==> config.mk <==
export PLATFORM = sky130hd
export DESIGN_NAME = dvfs_power_budget_governor_flat
export DESIGN_NICKNAME = d
export VERILOG_FILES = /design/src/rtl/dvfs_pbg_pkg.sv /design/src/rtl/dvfs_pbg_req_if.sv /design/src/rtl/dvfs_pbg_rsp_if.sv /design/src/rtl/dvfs_pbg_ram.sv /design/src/rtl/dvfs_power_budget_governor.sv /design/src/flat_wrapper.sv
export SDC_FILE = /design/constraint.sdc
export NUM_CORES = 2
export LEC_CHECK = 0
export BUFFER_PORTS_ARGS = -buffer_cell sky130_fd_sc_hd__clkbuf_2
export CORE_UTILIZATION = 55
export DETAILED_ROUTE_END_ITERATION = 6
export PLACE_DENSITY = 0.72
export SLEW_MARGIN = 30
export SYNTH_ARGS = -nofsm -noshare
export SYNTH_HDL_FRONTEND = slang
export SYNTH_HIERARCHICAL = 1
export SYNTH_SLANG_ARGS = --single-unit
==> constraint.sdc <==
create_clock -name clk -period 7.8 [get_ports clk]
set_input_delay 1.17 -clock clk [delete_from_list [all_inputs] [get_ports clk]]
set_output_delay 1.17 -clock clk [all_outputs]
set_load 0.05 [all_outputs]
==> src/rtl/dvfs_pbg_pkg.sv <==
// ----------------------------------------------------------------------------
// dvfs_pbg_pkg
// Shared types and constants of the power-budget governor: request codes,
// payload widths and the request and response item layouts.
// ----------------------------------------------------------------------------
package dvfs_pbg_pkg;

  // Request codes carried in req_type
  localparam logic [1:0] REQ_TABLE_WRITE  = 2'd0;
  localparam logic [1:0] REQ_CLAMP_UPDATE = 2'd1;
  localparam logic [1:0] REQ_PERF_REDUCE  = 2'd2;
  localparam logic [1:0] REQ_PERF_BOOST   = 2'd3;

  localparam int unsigned POWER_W = 30;  // table entry width
  localparam int unsigned CLAMP_W = 32;  // clamp and summed power width
  localparam int unsigned LEVEL_W = 4;   // level index width on the ports
  // Accumulator for up to 16 table entries, wide enough to detect overflow
  localparam int unsigned ACC_W   = 34;

  typedef struct packed {
    logic [1:0]         req_type;
    logic [1:0]         domain;
    logic [LEVEL_W-1:0] level_index;
    logic [POWER_W-1:0] level_power;
    logic [CLAMP_W-1:0] clamp_value;
    logic               grant;
  } req_t;

  typedef struct packed {
    logic               boost_request;
    logic [CLAMP_W-1:0] requested_power;
    logic               boost_ready;
    logic [LEVEL_W-1:0] ceiling_level;
    logic [LEVEL_W-1:0] floor_level_a;
    logic [LEVEL_W-1:0] floor_level_b;
    logic [LEVEL_W-1:0] floor_level_c;
    logic [LEVEL_W-1:0] floor_level_d;
  } rsp_t;

endpackage

==> src/rtl/dvfs_pbg_req_if.sv <==
// ----------------------------------------------------------------------------
// dvfs_pbg_req_if
// Request channel: valid/ready handshake carrying one request item.
// ----------------------------------------------------------------------------
interface dvfs_pbg_req_if;
  logic               valid;
  logic               ready;
  dvfs_pbg_pkg::req_t data;

  modport source (output valid, output data, input ready);
  modport sink   (input valid, input data, output ready);
endinterface

==> src/rtl/dvfs_pbg_rsp_if.sv <==
// ----------------------------------------------------------------------------
// dvfs_pbg_rsp_if
// Response channel: valid/ready handshake carrying one result item.
// ----------------------------------------------------------------------------
interface dvfs_pbg_rsp_if;
  logic               valid;
  logic               ready;
  dvfs_pbg_pkg::rsp_t data;

  modport source (output valid, output data, input ready);
  modport sink   (input valid, input data, output ready);
endinterface

==> src/rtl/dvfs_pbg_ram.sv <==
// ----------------------------------------------------------------------------
// dvfs_pbg_ram
// Generic single-write, single-read RAM with a registered read port.
// ----------------------------------------------------------------------------
module dvfs_pbg_ram #(
  parameter int unsigned WIDTH = 30,
  parameter int unsigned DEPTH = 64
) (
  input  logic                     clk,
  input  logic                     wr_en,
  input  logic [$clog2(DEPTH)-1:0] wr_addr,
  input  logic [WIDTH-1:0]         wr_data,
  input  logic [$clog2(DEPTH)-1:0] rd_addr,
  output logic [WIDTH-1:0]         rd_data
);

  logic [WIDTH-1:0] mem [DEPTH];

  always_ff @(posedge clk) begin
    if (wr_en) begin
      mem[wr_addr] <= wr_data;
    end
    rd_data <= mem[rd_addr];
  end

endmodule

==> src/rtl/dvfs_power_budget_governor.sv <==
// ----------------------------------------------------------------------------
// dvfs_power_budget_governor
// Power-budget governor for a set of DVFS domains: per-domain power tables,
// a shared ceiling level, per-domain floor levels and a power clamp.
// ----------------------------------------------------------------------------
// Usage:
//   req carries one request item per handshake: table write, clamp update,
//   perf reduce or perf boost. rsp returns exactly one result item for each
//   request: the boost request flag and power, the ready flag, the ceiling
//   and the four floor levels as they stand after the item.
//   A table write or a reduce goes to the finish step, which loads the result
//   register; a boost that sums first reads one entry per domain. A clamp
//   update sums the ceiling entries, searches domain 0's table up to the
//   first entry above the clamp and then loads the result. The table RAM's
//   read port gives one entry per cycle. req is ready again in the cycle
//   after the result loads.
//   Reset sets the ceiling to NUM_LEVELS-1, floors, clamp and ready flag to 0;
//   the table RAM is not cleared and must be written before it is read.
//   A stalled result holds in the output register; the next request is still
//   accepted and worked on, and its result waits until the register frees.
// ----------------------------------------------------------------------------
module dvfs_power_budget_governor #(
  parameter int unsigned NUM_DOMAINS = 4,
  parameter int unsigned NUM_LEVELS  = 16
) (
  input  logic          clk,
  input  logic          rst,
  dvfs_pbg_req_if.sink   req,
  dvfs_pbg_rsp_if.source rsp
);

  // Domain and level index widths; the table address is {domain, level}
  localparam int unsigned DomW    = (NUM_DOMAINS > 1) ? $clog2(NUM_DOMAINS) : 1;
  localparam int unsigned LvlW    = $clog2(NUM_LEVELS);
  localparam int unsigned AddrW   = DomW + LvlW;
  localparam int unsigned Depth   = 1 << AddrW;
  localparam int unsigned MaxCnt  = (NUM_DOMAINS > NUM_LEVELS) ? NUM_DOMAINS : NUM_LEVELS;
  localparam int unsigned CntW    = $clog2(MaxCnt + 1);
  localparam int unsigned PowerW  = dvfs_pbg_pkg::POWER_W;
  localparam int unsigned ClampW  = dvfs_pbg_pkg::CLAMP_W;
  localparam int unsigned AccW    = dvfs_pbg_pkg::ACC_W;
  localparam int unsigned OutLvlW = dvfs_pbg_pkg::LEVEL_W;
  localparam logic [LvlW-1:0] TopLevel = LvlW'(NUM_LEVELS - 1);

  typedef enum logic [1:0] {
    S_IDLE,    // wait for a request
    S_SUM,     // stream one entry per domain into the accumulator
    S_SCAN,    // search domain 0's table for the new ceiling
    S_FINISH   // move the result into the output register
  } state_t;

  state_t              state;
  logic [1:0]          kind;
  logic [ClampW-1:0]   clamp_in;
  logic                grant_in;
  logic [LvlW-1:0]     sum_lvl;
  logic [LvlW-1:0]     ceiling;
  logic [LvlW-1:0]     floors [NUM_DOMAINS];
  logic [ClampW-1:0]   cur_clamp;
  logic                ready_flag;
  logic [ClampW-1:0]   budget;
  logic [CntW-1:0]     issue_cnt;
  logic                pend;
  logic                pend_last;
  logic [LvlW-1:0]     pend_idx;
  logic [AccW-1:0]     acc;
  logic                req_flag;
  logic [ClampW-1:0]   req_pow;
  logic                out_valid;
  dvfs_pbg_pkg::rsp_t  out_data;

  // Table RAM ports
  logic                wr_en;
  logic [AddrW-1:0]    wr_addr;
  logic [AddrW-1:0]    rd_addr;
  logic [PowerW-1:0]   rd_data;

  logic                accept;
  logic                dom_ok;
  logic [DomW-1:0]     dom_idx;
  logic                issue;
  logic [AccW-1:0]     acc_sum;
  logic [ClampW-1:0]   acc_sat;
  logic                scan_hit;
  logic [LvlW-1:0]     hit_level;
  logic [LvlW-1:0]     new_floor;
  logic [OutLvlW-1:0]  floor_out [4];

  assign req.ready = (state == S_IDLE);
  assign accept    = req.valid && req.ready;
  assign rsp.valid = out_valid;
  assign rsp.data  = out_data;

  assign dom_ok  = 32'(req.data.domain) < NUM_DOMAINS;
  assign dom_idx = DomW'(req.data.domain);

  // Table writes go straight to the RAM at acceptance
  assign wr_en   = accept && (req.data.req_type == dvfs_pbg_pkg::REQ_TABLE_WRITE) && dom_ok
                   && (32'(req.data.level_index) < NUM_LEVELS);
  assign wr_addr = {dom_idx, LvlW'(req.data.level_index)};

  // One read issued per cycle while entries remain
  always_comb begin
    issue   = 1'b0;
    rd_addr = '0;
    case (state)
      S_SUM: begin
        issue   = 32'(issue_cnt) < NUM_DOMAINS;
        rd_addr = {issue_cnt[DomW-1:0], sum_lvl};
      end
      S_SCAN: begin
        issue   = 32'(issue_cnt) < NUM_LEVELS;
        rd_addr = {DomW'(0), issue_cnt[LvlW-1:0]};
      end
      default: begin
        issue   = 1'b0;
        rd_addr = '0;
      end
    endcase
  end

  dvfs_pbg_ram #(
    .WIDTH (PowerW),
    .DEPTH (Depth)
  ) u_table (
    .clk     (clk),
    .wr_en   (wr_en),
    .wr_addr (wr_addr),
    .wr_data (req.data.level_power),
    .rd_addr (rd_addr),
    .rd_data (rd_data)
  );

  // Running sum including the entry arriving now, saturated to the clamp width
  assign acc_sum   = acc + AccW'(rd_data);
  assign acc_sat   = (acc_sum[AccW-1:ClampW] != '0) ? '1 : acc_sum[ClampW-1:0];
  assign scan_hit  = ClampW'(rd_data) > clamp_in;
  assign hit_level = (pend_idx == '0) ? '0 : pend_idx - LvlW'(1);

  // Floors drop to one below the level being taken as ceiling
  always_comb begin
    if (scan_hit) begin
      new_floor = (hit_level == '0) ? '0 : hit_level - LvlW'(1);
    end else begin
      new_floor = TopLevel - LvlW'(1);
    end
  end

  always_comb begin
    for (int j = 0; j < 4; j++) begin
      if (j < NUM_DOMAINS) begin
        floor_out[j] = OutLvlW'(floors[j % NUM_DOMAINS]);
      end else begin
        floor_out[j] = '0;
      end
    end
  end

  always_ff @(posedge clk) begin
    if (rst) begin
      state      <= S_IDLE;
      ceiling    <= TopLevel;
      for (int d = 0; d < NUM_DOMAINS; d++) begin
        floors[d] <= '0;
      end
      cur_clamp  <= '0;
      ready_flag <= 1'b0;
      pend       <= 1'b0;
      out_valid  <= 1'b0;
    end else begin
      // Drop the result once the sink takes it; the finish step reloads it
      if (out_valid && rsp.ready && state != S_FINISH) begin
        out_valid <= 1'b0;
      end

      case (state)
        S_IDLE: begin
          if (accept) begin
            kind      <= req.data.req_type;
            clamp_in  <= req.data.clamp_value;
            grant_in  <= req.data.grant;
            req_flag  <= 1'b0;
            req_pow   <= '0;
            acc       <= '0;
            issue_cnt <= '0;
            pend      <= 1'b0;
            case (req.data.req_type)
              dvfs_pbg_pkg::REQ_CLAMP_UPDATE: begin
                sum_lvl <= ceiling;
                state   <= S_SUM;
              end
              dvfs_pbg_pkg::REQ_PERF_REDUCE: begin
                if (dom_ok && floors[dom_idx] != '0) begin
                  floors[dom_idx] <= floors[dom_idx] - LvlW'(1);
                end
                state <= S_FINISH;
              end
              dvfs_pbg_pkg::REQ_PERF_BOOST: begin
                if (dom_ok && ceiling != TopLevel) begin
                  sum_lvl <= ceiling + LvlW'(1);
                  state   <= S_SUM;
                end else begin
                  state <= S_FINISH;
                end
              end
              default: begin
                // table write already went to the RAM
                state <= S_FINISH;
              end
            endcase
          end
        end

        S_SUM: begin
          if (issue) begin
            issue_cnt <= issue_cnt + CntW'(1);
            pend_last <= 32'(issue_cnt) == NUM_DOMAINS - 1;
          end
          pend <= issue;
          if (pend) begin
            acc <= acc_sum;
            if (pend_last) begin
              issue_cnt <= '0;
              if (kind == dvfs_pbg_pkg::REQ_CLAMP_UPDATE) begin
                budget <= acc_sat;
                state  <= S_SCAN;
              end else begin
                if (acc_sat > cur_clamp) begin
                  req_flag   <= 1'b1;
                  req_pow    <= acc_sat;
                  ready_flag <= 1'b0;
                end
                state <= S_FINISH;
              end
            end
          end
        end

        S_SCAN: begin
          if (issue) begin
            issue_cnt <= issue_cnt + CntW'(1);
            pend_idx  <= issue_cnt[LvlW-1:0];
            pend_last <= 32'(issue_cnt) == NUM_LEVELS - 1;
          end
          if (pend && (scan_hit || pend_last)) begin
            // First entry above the clamp sets the ceiling one below it
            pend       <= 1'b0;
            ceiling    <= scan_hit ? hit_level : TopLevel;
            cur_clamp  <= clamp_in;
            ready_flag <= grant_in;
            if (budget > clamp_in && floors[0] > (scan_hit ? hit_level : TopLevel)) begin
              for (int d = 0; d < NUM_DOMAINS; d++) begin
                floors[d] <= new_floor;
              end
            end
            state <= S_FINISH;
          end else begin
            pend <= issue;
          end
        end

        S_FINISH: begin
          // Hold here until the output register is free
          if (!out_valid || rsp.ready) begin
            out_valid                <= 1'b1;
            out_data.boost_request   <= req_flag;
            out_data.requested_power <= req_pow;
            out_data.boost_ready     <= ready_flag;
            out_data.ceiling_level   <= OutLvlW'(ceiling);
            out_data.floor_level_a   <= floor_out[0];
            out_data.floor_level_b   <= floor_out[1];
            out_data.floor_level_c   <= floor_out[2];
            out_data.floor_level_d   <= floor_out[3];
            state                    <= S_IDLE;
          end
        end

        default: begin
          state <= S_IDLE;
        end
      endcase
    end
  end

endmodule

==> src/flat_wrapper.sv <==
// flat-port wrapper written by rule: the top's interface ports become plain ports
module dvfs_power_budget_governor_flat 
#(
  parameter int unsigned NUM_DOMAINS = 4,
  parameter int unsigned NUM_LEVELS  = 16
)
  (clk, rst, req_valid, req_data, req_ready, rsp_valid, rsp_data, rsp_ready);
  dvfs_pbg_req_if req_i ();
  dvfs_pbg_rsp_if rsp_i ();
  input  logic clk;
  input  logic rst;
  input wire logic [$bits(req_i.valid)-1:0] req_valid;
  input wire logic [$bits(req_i.data)-1:0] req_data;
  output wire logic [$bits(req_i.ready)-1:0] req_ready;
  output wire logic [$bits(rsp_i.valid)-1:0] rsp_valid;
  output wire logic [$bits(rsp_i.data)-1:0] rsp_data;
  input wire logic [$bits(rsp_i.ready)-1:0] rsp_ready;
  assign req_i.valid = req_valid;
  assign req_i.data = req_data;
  assign req_ready = req_i.ready;
  assign rsp_valid = rsp_i.valid;
  assign rsp_data = rsp_i.data;
  assign rsp_i.ready = rsp_ready;
  dvfs_power_budget_governor #(.NUM_DOMAINS(NUM_DOMAINS), .NUM_LEVELS(NUM_LEVELS)) u_core (.clk(clk), .rst(rst), .req(req_i), .rsp(rsp_i));
endmodule
; ---- Word-level counts from Yosys, hierarchy flattened
; Memories as Yosys holds them, arrays and structs flattened. A register that Yosys moved wholly into a read port is not among the register bits.
; Index checks and enable logic that the tools add are counted.
[op_classes]
n_reduce_logical = 33
magnitude_cmp = 6
mux = 74
n_shift = 0
n_addsub = 6
eq_ne = 21
mul = 0
n_div = 0
bitwise = 5
[ops]
columns = operator, count
row1 = 2-to-1 mux 32 bit, 6
row2 = 2-to-1 mux 34 bit, 2
row3 = case mux 34 bit (2 select lines), 1
row4 = > comparator 32 bit, 2
row5 = case mux 32 bit (2 select lines), 1
row6 = 2-to-1 mux 4 bit, 10
row7 = adder 34 x 30 -> 34 bit, 1
row8 = 2-to-1 mux 1 bit, 33
row9 = > comparator 30 x 32 -> 1 bit, 1
row10 = 2-to-1 mux 5 bit, 4
row11 = "inequality test 2 x 1 -> 1 bit, second input constant", 8
row12 = case mux 5 bit (3 select lines), 1
row13 = AND reduction 5 bit, 3
row14 = 2-to-1 mux 2 bit, 7
row15 = case mux 6 bit (2 select lines), 1
row16 = AND reduction 3 bit, 4
row17 = "subtractor 4 x 1 -> 4 bit, second input constant", 3
row18 = "== test 2 bit, second input constant", 4
row19 = logical NOT 4 bit, 2
row20 = case mux 1 bit (2 select lines), 4
row21 = case mux 2 bit (4 select lines), 1
row22 = case mux 4 bit (2 select lines), 1
row23 = AND reduction 4 bit, 2
row24 = nonzero test 2 bit, 4
row25 = 24 further kinds, 39
[word_totals]
latchBits = 0
wordCells = 169
in_bits = 75
ff_bits = 231
mem_count = 2
out_inout_bits = 56
mem_bits_rw = 1936
mem_bits_ro = 0
[memory_table]
columns = memory, depth, word_bits, read_ports, rd_ports_with_merged_regs, write_ports, line
row1 = u_core.u_table.mem, 64, 30, 1, 1, 1, dvfs_pbg_ram.sv:17  ; logic [WIDTH-1:0] mem [DEPTH];
row2 = u_core.floors, 4, 4, 5, 3, 4, dvfs_power_budget_governor.sv:58  ; logic [LvlW-1:0] floors [NUM_DOMAINS];

; ---- Logic depth before layout (Yosys ltp)
[depth]
word_depth = 12
depth_mapped = 21
mapped_depth_nobuf = 19

; ---- Modules after synthesis
; The synthesis kept the hierarchy.
[modules_own_cells]
columns = mod, n_inst, seq_area_each_um2, cells_each, area_each_um2
row1 = dvfs_pbg_ram, 1, 58255.9, 3434, 74765.5
row2 = dvfs_power_budget_governor, 1, 7367.1, 1244, 13977.2

; ---- Worst setup path before layout
; No wires, ideal clock.
[synth_path]
path_kind = input to register
start = input port rst
end = register u_core/rsp.data[0] (netlist name)
cell_stages = 3
slack_ns = 1.722
setup_ns = 0.544
t_arrival_ns = 5.534
n_path_buf = 2
required_time_ns = 7.256
path_cell_list = clkbuf_1 -> clkbuf_1 -> nor3b_1
[synth_via]
elab_chain_cells = 2
[synth_rtl]
columns = element, line
row1 = "start, declared", flat_wrapper.sv:11  ; input logic rst;
row2 = inverter 1 bit (no source line), --
row3 = AND reduction 3 bit (no source line), --
; Every way passes these cells.
; A chain may end at the register's enable or synchronous reset.

; ---- Worst setup path in the final report
[layout_path]
start = register u_core.acc[0]
end = register u_core.req_pow[6], enable pin
[layout_via]
elab_chain_cells = 6
[layout_rtl]
columns = element, line
row1 = "start, declared", dvfs_power_budget_governor.sv:66  ; logic [AccW-1:0] acc;
row2 = "start signal, assigned", dvfs_power_budget_governor.sv:221  ; acc <= acc_sum;
row3 = adder 34 x 30 -> 34 bit *, dvfs_power_budget_governor.sv:135  ; assign acc_sum = acc + AccW'(rd_data);
row4 = nonzero test 2 bit, dvfs_power_budget_governor.sv:136  ; assign acc_sat = (acc_sum[AccW-1:ClampW] != '0) ? '1 : acc_sum[ClampW-1:0];
row5 = 2-to-1 mux 32 bit *, dvfs_power_budget_governor.sv:136
row6 = net u_core.acc_sat[9], dvfs_power_budget_governor.sv:83  ; logic [ClampW-1:0] acc_sat;
row7 = > comparator 32 bit *, dvfs_power_budget_governor.sv:228  ; if (acc_sat > cur_clamp) begin
row8 = inequality test 2 x 1 -> 1 bit (no source line) *, --
row9 = AND reduction 7 bit (no source line) *, --
row10 = "end signal, assigned", dvfs_power_budget_governor.sv:230  ; req_pow <= acc_sat;
row11 = "end, declared", dvfs_power_budget_governor.sv:68  ; logic [ClampW-1:0] req_pow;
; Mark *: on every way through the listed nets, which the timed path passes. The rest lies on a longest branch.

==> metrics.cfg <==
[power_and_ir_drop]
power_mw = 30.92
p_int_mw = 21.78
p_leak_nw = 31.75
switching_share_pct = 29.56
clock_power_share_pct = 32.6
powerDensity_nw_per_um2 = 307.7
combPwrFrac_pct = 23.6
peakVddDrop_v = 0.0002529
seqPwrFrac_pct = 43.7
switchingPower_mw = 9.140

[route]
via_per_inst = 6.334
drc = 0
detail-route-antenna-nets = 0
drt_iter0_markers = 5705
routed_wl_um = 220000
first_pass_iters = 5
wl_per_cell_um = 30.19
vias = 46150

[clock_network]
cts_tree = yes
cts_inserted_buffers = 211
clockBufferDepth = 3
htreeDepth = 4
clockRootBuffer = clkbuf_16
cts.reportedPaths.clkPinSlew_ns = 0.06
clock_latency_ns = 0.85
cts_hold_buf = 0
cts_resized = 0
clock_sinks = 2209
postCtsSetupRepairBufs = 0

[final_layout]
drive_above_1_share_pct = 23.07
layout_commonest_cell = edfxtp_1
final-seq-area_um2 = 65620
nets = 5155
syn_to_final_growth_pct = 13.26
multi_input_area_um2 = 22090
layout_common_cells = 2,138 x edfxtp_1, 368 x mux4_2, 279 x mux2i_1
fillCellCount = 10950
layoutNonFillerInstCount = 7287
final_area_um2 = 100500

[synthesis]
synth_seq_cells = 2209
async_reset_ff_share_pct = 0
synth_cell_types = 85
syn-instance-count = 4678
yosysTopAreaCell = edfxtp_1
yosys-top-cells-area = edfxtp_1 72%, mux4_2 9.3%, mux2i_1 3.1%
mappedNetlistArea_um2 = 88740
yosysSeqAreaShare_pct = 73.95
avgSynthCellArea_um2 = 18.97
yosys_warnings = 6
yosysTopAreaCellShare_pct = 72.35
synth-main-ff-cell = edfxtp_1
synth_enable_flop_cells = 2138
syn_nets = 4891

[timing]
fin_crit_ns = 6.062
max_freq_ghz = 0.1650
slew_viol_final = 0
rsz0062_at_grt = false
tns_ns = 0
fin_crit_sh_pct = 77.72
slew_headroom_pct = 30.07
tightest_slew_ns = 1.042
final-setup-viol-count = 0
finalClockSkew_ns = 0.06718
hold_viol = 0

[die]
start_util_pct = 55.33
rows = 147
core_um2 = 160400
die_w_um = 403.7
num_io_pins = 131
fp.dieH_um = 403.7
die_area_um2 = 163000

[worst_hold_path]
hp-start = u_core/req_pow[0]
hold_path_depth = 0
hold_path_end = u_core/rsp.data[21]
hp-class = flop to flop

[worst_setup_path]
worst-r2r-setup-slack_ns = 1.74
startpoint_type = flop
cp_slowest_cell = a211oi_4
max_stage_delay_ns = 0.58
critical_path.max_fanout = 25
crit_arrival_ns = 6.55
critical_path_class = flop to flop
crit-reg2reg-launch = u_core/acc[0]
crit_path_cell_trace = ha_1 -> fa_1 -> a211oi_1 -> o21ai_2 -> o21a_2 -> o21ai_2 -> a31oi_4 -> mux2i_2 -> a211oi_4 -> buf_4 -> nand2_1 -> ha_1 -> a211oi_1 -> o211ai_1 -> o2111ai_1 -> a311oi_1 -> o31ai_1 -> a21oi_4 -> clkbuf_16
worst_ep_required_time_ns = 8.29
reg2reg_to = u_core/req_pow[6]
reg2regPathDepth = 19
cp-end-kind = flop

[grt]
antenna_found_initial = 17
grtUsageTotal_pct = 27.12
overflow = 0
first_global_vias = 45520
grt_max_degree = 106
grt_pass1_wl_um = 316500

[place]
post_dp_cell_area_um2 = 93590
place_congestion = 0.8681
portBuffers = 130
dp_cells = 6888
place.detailed.hpwl_um = 132900

[outcome]
status = finished clean

[job]
drv_cap = 0

[synthesized netlist by cell type, types with 35 or more instances]
master,count
o211ai_1,40
clkbuf_1,102
a22oi_1,55
mux2_2,97
edfxtp_1,2138
o22ai_1,79
mux2i_1,279
ha_1,137
a22o_1,48
a21o_1,48
nand2_1,128
inv_1,85
and2_1,35
buf_4,42
a21oi_1,127
dfxtp_1,71
mux4_2,368
nand3_1,55
o21ai_0,41
nor2_1,222
buf_2,53
nand2b_1,37
[critical path: cells and delay by family, from the launching register on]
kind | cells | cell delay, ns
adder cells (fa/ha/maj) | 3 | 1.04
buffers and inverters | 2 | 0.69
flip-flops | 1 | 0.38
multiplexers | 1 | 0.20
AO/OA/AOI/OAI | 12 | 3.27
AND/OR/NAND/NOR | 1 | 0.11
[cell type report]
type | instances | area share [%]
inverters | 85 | 0.3174
multi-input cells | 2145 | 21.98
flip-flops and latches | 2209 | 65.29
clock inverters | 132 | 1.256
repair buffers | 290 | 2.873
diodes | 3 | 0.007469
well taps | 2160 | 2.689
clock buffers | 263 | 5.581
[through the flow]
stage	hold WS (ns)	util (%)	setup slack (ns)
5_1_grt	0.3956	62.66	1.459
2_1_floorplan	0.4003	-	1.722
4_1_cts	0.3800	62.64	1.513
6_report	0.3856	62.67	1.738
3_3_place_gp	0.4029	57.56	1.676
3_5_place_dp	0.4045	58.35	1.596
[kinds of logic after synthesis]
logic type / Yosys count / share of synthesized area (%)
DFF: 2209 / 73.95
buffers and inverters: 324 / 1.905
and+or+nand+nor: 607 / 3.287
xor gates and xnor gates: 36 / 0.3553
AOI/OAI and AO/OA: 619 / 4.819
adders and majority gates: 138 / 1.954
muxes: 745 / 13.73
[worst max-delay path by stage]
stage,from,endpoint,slack [ns],depth (start not counted)
2_1_floorplan,rst,u_core/rsp.data[0],1.72,3
3_3_place_gp,u_core/acc[0],u_core/req_pow[14],1.68,18
3_5_place_dp,u_core/acc[0],u_core/req_pow[14],1.60,18
4_1_cts,u_core/acc[0],u_core/req_pow[6],1.51,18
5_1_grt,u_core/acc[0],u_core/req_pow[6],1.46,19
6_report,u_core/acc[0],u_core/req_pow[6],1.74,19
[per-layer routing]
| metal | share of wire (%) | routed length [um] | vias up | GRT usage [%] |
|---|---|---|---|---|
| met5 | 0.029 | 63 | - | 0 |
| met4 | 3.8 | 8431 | 12 | 10.25 |
| met3 | 9.1 | 19930 | 387 | 5.203 |
| met2 | 48 | 106000 | 2354 | 43.42 |
| met1 | 39 | 85540 | 23820 | 37.26 |
| li1 | - | - | 19580 | - |
[state kept, by name, summed over array words and instances, names as in the netlist]
| name | count |
|---|---|
| u_core/ready_flag | 1 |
| u_core/u_table/rd_data | 30 |
| u_core/grant_in | 1 |
| u_core/state | 2 |
| u_core/rsp.data | 54 |
| u_core/req_flag | 1 |
| u_core/pend_idx | 4 |
| u_core/rsp.valid | 1 |
| u_core/floors | 16 |
| u_core/ceiling | 4 |
| u_core/kind | 2 |
| u_core/cur_clamp | 32 |
| u_core/sum_lvl | 4 |
| u_core/clamp_in | 32 |
| u_core/issue_cnt | 5 |
| u_core/acc | 34 |
| u_core/u_table/mem | 1920 |
| u_core/req_pow | 32 |
| u_core/budget | 32 |
| u_core/pend_last | 1 |
| u_core/pend | 1 |
[power by group through the flow]
stage | Sequential [mW] | Clock (mW) | Combinational (mW)
floorplan | 13.8 | 0 | 4.76
global placement | 13.8 | 0 | 7.13
detailed placement | 13.8 | 0 | 7.22
CTS | 13.5 | 10.2 | 7.27
global route | 13.5 | 10.7 | 7.74
finish | 13.5 | 10.1 | 7.30
Note: power is estimated with default switching activity, not from simulation.
